===== src/rtl/working_day_counter_unit_defines.svh =====
// Assertion macros shared by the working-day counter RTL.
// Included by files that carry concurrent checks; needs clk and rst_n in scope.
`ifndef WORKING_DAY_COUNTER_UNIT_DEFINES_SVH
`define WORKING_DAY_COUNTER_UNIT_DEFINES_SVH

`ifndef SYNTH
// Same-cycle implication, disabled while reset is held.
`define WDC_ASSERT_IMP(lbl, ante, cons, msg) \
  lbl: assert property (@(posedge clk) disable iff (!rst_n) (ante) |-> (cons)) \
    else $error(msg);
// Next-cycle implication, disabled while reset is held.
`define WDC_ASSERT_NXT(lbl, ante, cons, msg) \
  lbl: assert property (@(posedge clk) disable iff (!rst_n) (ante) |=> (cons)) \
    else $error(msg);
`else
`define WDC_ASSERT_IMP(lbl, ante, cons, msg)
`define WDC_ASSERT_NXT(lbl, ante, cons, msg)
`endif

`endif


===== src/rtl/wdc_pkg.sv =====
// Shared types, constants and calendar functions for the working-day counter.
// No dependencies; used by wdc_recip_div and working_day_counter_unit.
package wdc_pkg;

  localparam logic [13:0] YEAR_MAX     = 14'd9999;
  localparam logic [3:0]  MON_FEB      = 4'd2;
  localparam logic [3:0]  MON_DEC      = 4'd12;
  localparam logic [6:0]  CENTURY      = 7'd100;
  localparam logic [8:0]  QUAD_CENTURY = 9'd400;

  // Reciprocal constants: floor(x / 100) = (x * 5243) >> 19 for x < 16384,
  // floor(x / 7) = (x * 18725) >> 17 for x < 32768.
  localparam logic [14:0] RECIP_100 = 15'd5243;
  localparam int          SHIFT_100 = 19;
  localparam logic [14:0] RECIP_7   = 15'd18725;
  localparam int          SHIFT_7   = 17;
  localparam int          DIV_W     = 13;

  localparam logic [6:0]  WEEKEND_RESET = 7'd96;

  typedef enum logic [0:0] {
    DIV_BY_100 = 1'b0,
    DIV_BY_7   = 1'b1
  } div_sel_t;

  typedef struct packed {
    div_sel_t    sel;
    logic [14:0] operand;
  } div_req_t;

  function automatic logic is_leap(input logic [1:0] y_lo, input logic [6:0] r100,
                                   input logic [8:0] r400);
    is_leap = ((y_lo == 2'd0) && (r100 != 7'd0)) || (r400 == 9'd0);
  endfunction

  // Length of a month; zero for a month code outside January to December.
  function automatic logic [4:0] days_in(input logic [3:0] month, input logic leap);
    case (month)
      4'd1, 4'd3, 4'd5, 4'd7, 4'd8, 4'd10, 4'd12: days_in = 5'd31;
      4'd4, 4'd6, 4'd9, 4'd11:                    days_in = 5'd30;
      4'd2:    days_in = leap ? 5'd29 : 5'd28;
      default: days_in = 5'd0;
    endcase
  endfunction

  // (31 * mm) / 12 with mm the March-based month number.
  function automatic logic [4:0] month_offset(input logic [3:0] month);
    case (month)
      4'd1:    month_offset = 5'd28;
      4'd2:    month_offset = 5'd31;
      4'd3:    month_offset = 5'd2;
      4'd4:    month_offset = 5'd5;
      4'd5:    month_offset = 5'd7;
      4'd6:    month_offset = 5'd10;
      4'd7:    month_offset = 5'd12;
      4'd8:    month_offset = 5'd15;
      4'd9:    month_offset = 5'd18;
      4'd10:   month_offset = 5'd20;
      4'd11:   month_offset = 5'd23;
      4'd12:   month_offset = 5'd25;
      default: month_offset = 5'd0;
    endcase
  endfunction

endpackage


===== src/rtl/wdc_recip_div.sv =====
// Shared constant divider: one multiplier by a reciprocal, registered quotient.
// Depends on wdc_pkg.
module wdc_recip_div (
  input  logic                          clk,
  input  wdc_pkg::div_req_t             req,
  output logic [wdc_pkg::DIV_W-1:0]     quot
);
  import wdc_pkg::*;

  logic [14:0]      recip;
  logic [29:0]      prod;
  logic [DIV_W-1:0] quot_nxt;
  logic [DIV_W-1:0] quot_r;

  always_comb begin
    recip = (req.sel == DIV_BY_100) ? RECIP_100 : RECIP_7;
    prod  = {15'd0, req.operand} * {15'd0, recip};
    case (req.sel)
      DIV_BY_100: quot_nxt = DIV_W'(prod >> SHIFT_100);
      DIV_BY_7:   quot_nxt = DIV_W'(prod >> SHIFT_7);
      default:    quot_nxt = DIV_W'(prod >> SHIFT_7);
    endcase
  end

  always_ff @(posedge clk) begin
    quot_r <= quot_nxt;
  end

  assign quot = quot_r;

endmodule


===== src/rtl/working_day_counter_unit.sv =====
// Top level of the working-day counter: handshakes, sequencer and day stepper.
// Depends on wdc_pkg, wdc_recip_div and working_day_counter_unit_defines.svh.
//
// Channel  Direction  Ports                          Contents
// in       slave      in_tvalid/in_tready/in_tdata   start and end date
// out      master     out_tvalid/out_tready/out_*    working-day count, status
// cfg      write      cfg_we/cfg_wdata               weekend mask
//
// An item with a valid start date is stepped one day per cycle, after a weekday setup
// that makes three passes through the one shared divider. An invalid start date goes
// straight to its result without stepping. in_tready is high only while idle, so no
// new item is taken until the last one is through; a finished item waits until the
// output register is free.
// Synchronous reset clears the sequencer and output valid; the mask reads Fri/Sat.
`include "working_day_counter_unit_defines.svh"

module working_day_counter_unit (
  input  logic        clk,
  input  logic        rst_n,
  input  logic        in_tvalid,
  output logic        in_tready,
  // [4:0] start_day, [8:5] start_month, [22:9] start_year, [27:23] end_day,
  // [31:28] end_month, [45:32] end_year, [47:46] zero
  input  logic [47:0] in_tdata,
  output logic        out_tvalid,
  input  logic        out_tready,
  // [21:0] working_days, [23:22] zero
  output logic [23:0] out_tdata,
  // [0] status
  output logic [0:0]  out_tuser,
  input  logic        cfg_we,
  input  logic [6:0]  cfg_wdata
);
  import wdc_pkg::*;

  typedef enum logic [3:0] {
    S_IDLE, S_Q100, S_Q400, S_R400, S_CHK, S_Q7, S_MOD, S_STEP, S_DONE
  } state_t;

  state_t       state_r, state_nxt;
  logic [6:0]   mask_r, mask_nxt;
  logic [4:0]   sd_r, sd_nxt, ed_r, ed_nxt;
  logic [3:0]   sm_r, sm_nxt, em_r, em_nxt;
  logic [13:0]  sy_r, sy_nxt, ey_r, ey_nxt;
  logic [7:0]   q100_r, q100_nxt;
  logic [5:0]   q400_r, q400_nxt;
  logic [6:0]   r100_r, r100_nxt;
  logic [8:0]   r400_r, r400_nxt;
  logic [14:0]  sum_r, sum_nxt;
  logic [4:0]   cd_r, cd_nxt;
  logic [3:0]   cm_r, cm_nxt;
  logic [13:0]  cy_r, cy_nxt;
  logic [2:0]   wday_r, wday_nxt;
  logic [21:0]  cnt_r, cnt_nxt;
  logic         status_r, status_nxt;
  logic         out_valid_r, out_valid_nxt;
  logic [21:0]  out_cnt_r, out_cnt_nxt;
  logic         out_status_r, out_status_nxt;

  div_req_t         div_req;
  logic [DIV_W-1:0] quot;

  logic         jan_feb;
  logic [13:0]  yy;
  logic [14:0]  q100_adj, q400_adj;
  logic [14:0]  sum_w;
  logic [13:0]  r100_full, r400_full;
  logic [14:0]  wday_full;
  logic         start_ok;
  logic         cur_leap;
  logic [4:0]   cur_dim;
  logic         cur_before_end;

  wdc_recip_div u_div (
    .clk  (clk),
    .req  (div_req),
    .quot (quot)
  );

  // Weekday setup: January and February belong to the previous year.
  always_comb begin
    jan_feb   = (sm_r <= MON_FEB);
    yy        = sy_r - {13'd0, jan_feb};
    q100_adj  = {7'd0, q100_r} - 15'(jan_feb && (r100_r == 7'd0));
    q400_adj  = {9'd0, q400_r} - 15'(jan_feb && (r400_r == 9'd0));
    sum_w     = 15'(sd_r) + 15'(yy) + 15'(yy[13:2]) - q100_adj + q400_adj
                + 15'(month_offset(sm_r));
    r100_full = sy_r - 14'({6'd0, quot[7:0]} * 14'd100);
    r400_full = sy_r - 14'({8'd0, quot[5:0]} * 14'd400);
    wday_full = sum_r - 15'({2'd0, quot} * 15'd7);
    start_ok  = (sm_r >= 4'd1) && (sm_r <= MON_DEC) && (sy_r >= 14'd1)
                && (sy_r <= YEAR_MAX) && (sd_r >= 5'd1)
                && (sd_r <= days_in(sm_r, is_leap(sy_r[1:0], r100_r, r400_r)));
  end

  // Day stepper view of the current date.
  always_comb begin
    cur_leap       = is_leap(cy_r[1:0], r100_r, r400_r);
    cur_dim        = days_in(cm_r, cur_leap);
    cur_before_end = (cy_r < ey_r) || ((cy_r == ey_r) &&
                     ((cm_r < em_r) || ((cm_r == em_r) && (cd_r < ed_r))));
  end

  always_comb begin
    div_req.sel     = DIV_BY_100;
    div_req.operand = {1'b0, sy_r};
    case (state_r)
      S_Q400:  div_req.operand = {3'd0, sy_r[13:2]};
      S_Q7: begin
        div_req.sel     = DIV_BY_7;
        div_req.operand = sum_r;
      end
      default: div_req.operand = {1'b0, sy_r};
    endcase
  end

  always_comb begin
    state_nxt      = state_r;
    mask_nxt       = cfg_we ? cfg_wdata : mask_r;
    sd_nxt         = sd_r;
    sm_nxt         = sm_r;
    sy_nxt         = sy_r;
    ed_nxt         = ed_r;
    em_nxt         = em_r;
    ey_nxt         = ey_r;
    q100_nxt       = q100_r;
    q400_nxt       = q400_r;
    r100_nxt       = r100_r;
    r400_nxt       = r400_r;
    sum_nxt        = sum_r;
    cd_nxt         = cd_r;
    cm_nxt         = cm_r;
    cy_nxt         = cy_r;
    wday_nxt       = wday_r;
    cnt_nxt        = cnt_r;
    status_nxt     = status_r;
    out_valid_nxt  = out_valid_r && !out_tready;
    out_cnt_nxt    = out_cnt_r;
    out_status_nxt = out_status_r;

    case (state_r)
      S_IDLE: begin
        if (in_tvalid) begin
          sd_nxt    = in_tdata[4:0];
          sm_nxt    = in_tdata[8:5];
          sy_nxt    = in_tdata[22:9];
          ed_nxt    = in_tdata[27:23];
          em_nxt    = in_tdata[31:28];
          ey_nxt    = in_tdata[45:32];
          state_nxt = S_Q100;
        end
      end
      S_Q100: state_nxt = S_Q400;
      S_Q400: begin
        q100_nxt  = quot[7:0];
        r100_nxt  = r100_full[6:0];
        state_nxt = S_R400;
      end
      S_R400: begin
        q400_nxt  = quot[5:0];
        r400_nxt  = r400_full[8:0];
        state_nxt = S_CHK;
      end
      S_CHK: begin
        sum_nxt = sum_w;
        cd_nxt  = sd_r;
        cm_nxt  = sm_r;
        cy_nxt  = sy_r;
        cnt_nxt = 22'd0;
        if (start_ok) begin
          status_nxt = 1'b0;
          state_nxt  = S_Q7;
        end else begin
          status_nxt = 1'b1;
          state_nxt  = S_DONE;
        end
      end
      S_Q7: state_nxt = S_MOD;
      S_MOD: begin
        wday_nxt  = wday_full[2:0];
        state_nxt = S_STEP;
      end
      S_STEP: begin
        if ((cy_r > YEAR_MAX) || !cur_before_end) begin
          state_nxt = S_DONE;
        end else begin
          if (!mask_r[wday_r]) begin
            cnt_nxt = cnt_r + 22'd1;
          end
          wday_nxt = (wday_r == 3'd6) ? 3'd0 : wday_r + 3'd1;
          if (cd_r == cur_dim) begin
            cd_nxt = 5'd1;
            if (cm_r == MON_DEC) begin
              cm_nxt   = 4'd1;
              cy_nxt   = cy_r + 14'd1;
              r100_nxt = (r100_r == CENTURY - 7'd1) ? 7'd0 : r100_r + 7'd1;
              r400_nxt = (r400_r == QUAD_CENTURY - 9'd1) ? 9'd0 : r400_r + 9'd1;
            end else begin
              cm_nxt = cm_r + 4'd1;
            end
          end else begin
            cd_nxt = cd_r + 5'd1;
          end
        end
      end
      S_DONE: begin
        // Load the output register once the previous result has been taken.
        if (!out_valid_r || out_tready) begin
          out_valid_nxt  = 1'b1;
          out_cnt_nxt    = cnt_r;
          out_status_nxt = status_r;
          state_nxt      = S_IDLE;
        end
      end
      default: state_nxt = S_IDLE;
    endcase
  end

  always_ff @(posedge clk) begin
    if (!rst_n) begin
      state_r     <= S_IDLE;
      mask_r      <= WEEKEND_RESET;
      out_valid_r <= 1'b0;
    end else begin
      state_r     <= state_nxt;
      mask_r      <= mask_nxt;
      out_valid_r <= out_valid_nxt;
    end
    sd_r         <= sd_nxt;
    sm_r         <= sm_nxt;
    sy_r         <= sy_nxt;
    ed_r         <= ed_nxt;
    em_r         <= em_nxt;
    ey_r         <= ey_nxt;
    q100_r       <= q100_nxt;
    q400_r       <= q400_nxt;
    r100_r       <= r100_nxt;
    r400_r       <= r400_nxt;
    sum_r        <= sum_nxt;
    cd_r         <= cd_nxt;
    cm_r         <= cm_nxt;
    cy_r         <= cy_nxt;
    wday_r       <= wday_nxt;
    cnt_r        <= cnt_nxt;
    status_r     <= status_nxt;
    out_cnt_r    <= out_cnt_nxt;
    out_status_r <= out_status_nxt;
  end

  assign in_tready  = (state_r == S_IDLE);
  assign out_tvalid = out_valid_r;
  assign out_tdata  = {2'b00, out_cnt_r};
  assign out_tuser  = out_status_r;

  `WDC_ASSERT_NXT(a_accept_starts_setup, in_tvalid && in_tready, state_r == S_Q100, "accepted item did not start the divider sequence")
  `WDC_ASSERT_NXT(a_bad_start_skips_loop, (state_r == S_CHK) && !start_ok, (state_r == S_DONE) && status_r, "invalid start date entered the day loop")
  `WDC_ASSERT_IMP(a_weekday_range, state_r == S_STEP, wday_r != 3'd7, "weekday out of range while stepping")
  `WDC_ASSERT_IMP(a_year_residues, state_r == S_STEP, (r100_r < CENTURY) && (r400_r < QUAD_CENTURY), "year residue counters out of range")
  `WDC_ASSERT_IMP(a_status_zero_count, out_valid_r && out_status_r, out_cnt_r == 22'd0, "invalid start date reported a nonzero count")

endmodule


===== config.mk =====
export PLATFORM = sky130hd
export DESIGN_NAME = working_day_counter_unit
export DESIGN_NICKNAME = d
export VERILOG_FILES = /design/src/rtl/wdc_pkg.sv /design/src/rtl/wdc_recip_div.sv /design/src/rtl/working_day_counter_unit.sv
export VERILOG_INCLUDE_DIRS = /design/src /design/src/rtl
export SDC_FILE = /design/constraint.sdc
export NUM_CORES = 1
export LEC_CHECK = 0
export BUFFER_PORTS_ARGS = -buffer_cell sky130_fd_sc_hd__clkbuf_2
export CORE_MARGIN = 3
export CORE_UTILIZATION = 57
export CTS_CLUSTER_DIAMETER = 100
export DETAILED_ROUTE_END_ITERATION = 8
export GPL_TIMING_DRIVEN = 0
export PLACE_DENSITY = 0.84
export SLEW_MARGIN = 0
export SYNTH_ARGS = -nofsm -noshare
export SYNTH_HDL_FRONTEND = slang
export SYNTH_HIERARCHICAL = 1
export SYNTH_SLANG_ARGS = --single-unit

===== constraint.sdc =====
create_clock -name clk -period 7 [get_ports clk]
set_input_delay 0.35 -clock clk [delete_from_list [all_inputs] [get_ports clk]]
set_output_delay 0.35 -clock clk [all_outputs]
set_load 0.02 [all_outputs]

# After elaboration in Yosys (flattened, before gate mapping)
# Memory sizes are Yosys's and may differ from the RTL's. A register that Yosys moved wholly into a read port is not among the register bits.
# Cells that the tools add are included.
# totals
reg_bits	188
elab_cells	195
mem_count	1
romBits	80
input_bits	60
# mem_list
name	depth	word_bits	rd	rd_ports_with_merged_regs	wr	line	rtl
(name not given)	16	5	1	1	0	wdc_pkg.sv:48	case (month)
# classes
order_cmp	12
add_sub_neg	18
n_mux	46
n_eq_ne	45
mul	4
n_bitwise	1
n_reduce_logical	45
# ops
cell	count
$eq 4x3->1 const B	12
$eq 4x4->1 const B	11
$mux 22	2
$pmux 22 s2	1
$mux 14	3
$mux 9	4
$pmux 4 s9	1
$mux 4	8
$mul 15x15->30	1
$pmux 15 s2	1
$pmux 5 s3	2
$mux 7	4
$pmux 14 s2	1
$pmux 13 s2	1
$eq 4x2->1 const B	6
$add 22x1->22 const B	1
$pmux 9 s2	1
$add 15x12->15	1
$add 15x15->15	1
$add 15x5->15	1
$add 5x14->15	1
$mux 15	1
$sub 15x15->15	1
$add 14x1->14 const B	1
57 further kinds	104

# Logic depth before layout (Yosys ltp)
# logic_depth
depth_word	9
depth_mapped	29
ltp_nobuf	29

# By module
# Netlist, hierarchy kept.
# modules_own_cells
module	n_inst	seq_area_each_um2	cells_each	area_each_um2
working_day_counter_unit	1	5235.0	1017	11274.6
wdc_recip_div	1	260.2	556	5296.3

# Worst setup path before layout
# No wires, ideal clock.
# synth_path
path_type	register to register
start	register state_r[3]
end	register u_div.quot_r[9], in the netlist u_div/quot[9]
path_slack_ns	0.113
setup_ns	0.131
path_stages_with_launch	27
t_arrival_ns	6.756
period_less_slack_ns	6.887
required_time_ns	6.869
path_cell_list	dfxtp_1 > buf_1 > nor3_1 > clkbuf_1 > a22oi_1 > nand2_1 > inv_1 > nor2_1 > inv_1 > fa_1 > fa_1 > inv_1 > fa_1 > fa_1 > fa_1 > inv_1 > fa_1 > inv_1 > ha_1 > a21oi_1 > o211ai_1 > a211o_1 > o211ai_2 > o21ai_2 > a311oi_2 > xor2_1 > mux2i_1
# synth_rtl
element	line	rtl
start: declaration	working_day_counter_unit.sv:40	state_t state_r, state_nxt;
start signal: assignment	working_day_counter_unit.sv:225	state_r <= state_nxt;
end signal: assignment	wdc_recip_div.sv:26	quot_r <= quot_nxt;
end: declaration	wdc_recip_div.sv:13	logic [DIV_W-1:0] quot_r;

==> flow_summary.ini <==
[setup_path]
critPathTopFamily = adder cells
max_stage_delay_ns = 0.55
rr_endpoint = u_div/quot[6]
worst-path-stages = 27
crit_fanout = 8
start_kind = register
crit_arrival_ns = 7.15
crit_top_cell = fa_1
ff2ff_path_depth = 27
critPathLaunch = state_r[1]
required_ns = 7.33
critPathCaptureType = register
critPathKind = reg2reg
worstSetupEndpoint = u_div/quot[6]
cp_num_buf_inv = 6
worstReg2RegStart = state_r[1]
rrSetupSlack_ns = 0.19
critPathSlowestCell = fa_1

[timing]
finalCritPeriodShare = 0.973
final.min_clock_period_ns = 6.81
maxSlewViolCount = 0
tightestPinTransition_ns = 1.31
setup-violations-final = 0
skew_ns = 0.0168
fmax_ghz = 0.147
rsz0062_at_grt = false
hold_violations = 0
relSlewSlack = 0.128

[die]
ios = 87
num_rows = 61
die-width_um = 174
core_um2 = 27900
initial_core_util = 0.581
die_h_um = 174
die-area_um2 = 30400

[grt]
grtUsageTotal = 0.257
grt_max_degree = 47
antenna_found_initial = 0
grt_use_met1 = 0.326
grt_pass1_wl_um = 62000
met3_usage = 0.0636
use_met2 = 0.431
grt_overflow = 0
top_usage_layer = met2
first_global_vias = 12531

[routing]
drc = 0
drt_iter0_markers = 1379
viasPerCell = 5.71
routedWlPerCell_um = 18.5
drtPass1Iterations = 6
routed_wl_um = 38600
antenna_left = 0
vias = 11894

[clock_network]
clock-sinks = 188
cts-root-buf = clkbuf_16
cts_hold_buf = 0
numCtsBuffers = 17
cts_tree = built
cts_buffer_depth = 2
cts_htree_levels = 4
clkLatencyLatePin_ns = 0.45
clk_pin_slew_worst_paths_ns = 0.09

[cells_and_area]
final_nets = 2071
nFillCells = 2010
final_cells = 2084
area_growth_syn_to_layout_pct = 12.7
postLayoutCoreUtil = 0.654
diodes = 0
drive_gt1_frac = 0.135

[yosys]
netlist_instances = 1535
netlist_area_um2 = 16200
yosysWarnings = 6
synth.avg_cell_area_um2 = 10.5

[placed_design]
post-dp-hpwl_um = 29600
placedCellCount = 2034
gp_congestion = 0.940
portBuffers = 80

[worst_hold_path]
hold_class = in2reg
min_from = in_tdata[23]

[job]
drv_cap = 0

[outcome]
run_status = completed
-- cells in the final DEF (no fill, tap or decap), types with 6 or more instances in the layout --
cell type,n
clkbuf_2,86
buf_6,7
o22ai_1,7
inv_1,271
nor2b_1,15
xor2_1,40
a22oi_1,7
or3_1,12
clkbuf_1,10
nor3_1,20
conb_1,42
nand2b_1,7
a211oi_1,8
clkbuf_16,17
and3_1,11
o21ai_1,11
o21ai_0,45
nand2_1,114
ha_1,172
a21oi_2,6
edfxtp_1,163
mux2_2,10
nand4_1,12
fa_1,143
a21o_1,16
nor2_1,78
buf_4,20
o211ai_1,6
nand2_2,10
a21oi_1,59
o21a_1,7
mux2i_1,15
nand3_1,30
dfxtp_1,23
nor4_1,8
xnor2_1,61
buf_1,7
-- final cells by class --
cell class                 count  area (um^2)  area share
buffer                        38          228      0.0125
clock buffer                  17          425      0.0233
multi-input combinational   1072         9890       0.543
inverter                     275         1030      0.0568
tap                          378          473      0.0259
clock inverter                15          200      0.0110
sequential                   188         5400       0.296
timing repair buffer         101          573      0.0314
-- worst min path at each step --
stage	slack, ns	depth (start not counted)	to
after floorplan	0.39	0	q100_r[6]
after global placement	0.39	0	q100_r[7]
after detailed placement	0.39	0	q100_r[6]
after CTS	0.06	1	ed_r[0]
after global routing	0.05	1	ed_r[0]
final	0.06	1	ed_r[0]
-- per-stage QoR --
step | TNS [ns] | area, um^2 | setup WS, ns | hold WS (ns)
global route | 0 | 18200 | 0.00211 | 0.0516
CTS | 0 | 18000 | 0.0213 | 0.0555
detailed placement | -6.75 | 17200 | -1.05 | 0.392
global placement | -6.14 | 17200 | -0.931 | 0.390
finish | 0 | 18200 | 0.186 | 0.0632
floorplan | 0 | 16300 | 0.169 | 0.386
-- repair_timing --
item / 4_1_cts / 5_1_grt
endpoints found under the setup margin: 8 / 8
endpoints found under the hold margin: 0 / 0
cloned: 0 / 0
gates resized for setup: 38 / 36
pin swaps: 5 / 15
buffers inserted: 9 / 10
-- state kept, by name, summed over array words and instances, names as in the netlist, 8 cells and up, named ones only --
name	flops
q100_r	8
sy_r	14
u_div/quot	8
out_cnt_r	22
ey_r	14
cnt_r	22
cy_r	14
r400_r	9
sum_r	15
-- per-layer routing --
metal / up-vias / wire length, um / share of wire
li1: 5441 / - / -
met2: 570 / 18900 / 0.49
met5: - / 0 / 0
met3: 106 / 3400 / 0.088
met1: 5777 / 15100 / 0.39
met4: 0 / 1110 / 0.029
Power is not shown: default switching activity piles up to over one toggle a cycle in this logic, so the estimate is an artifact.
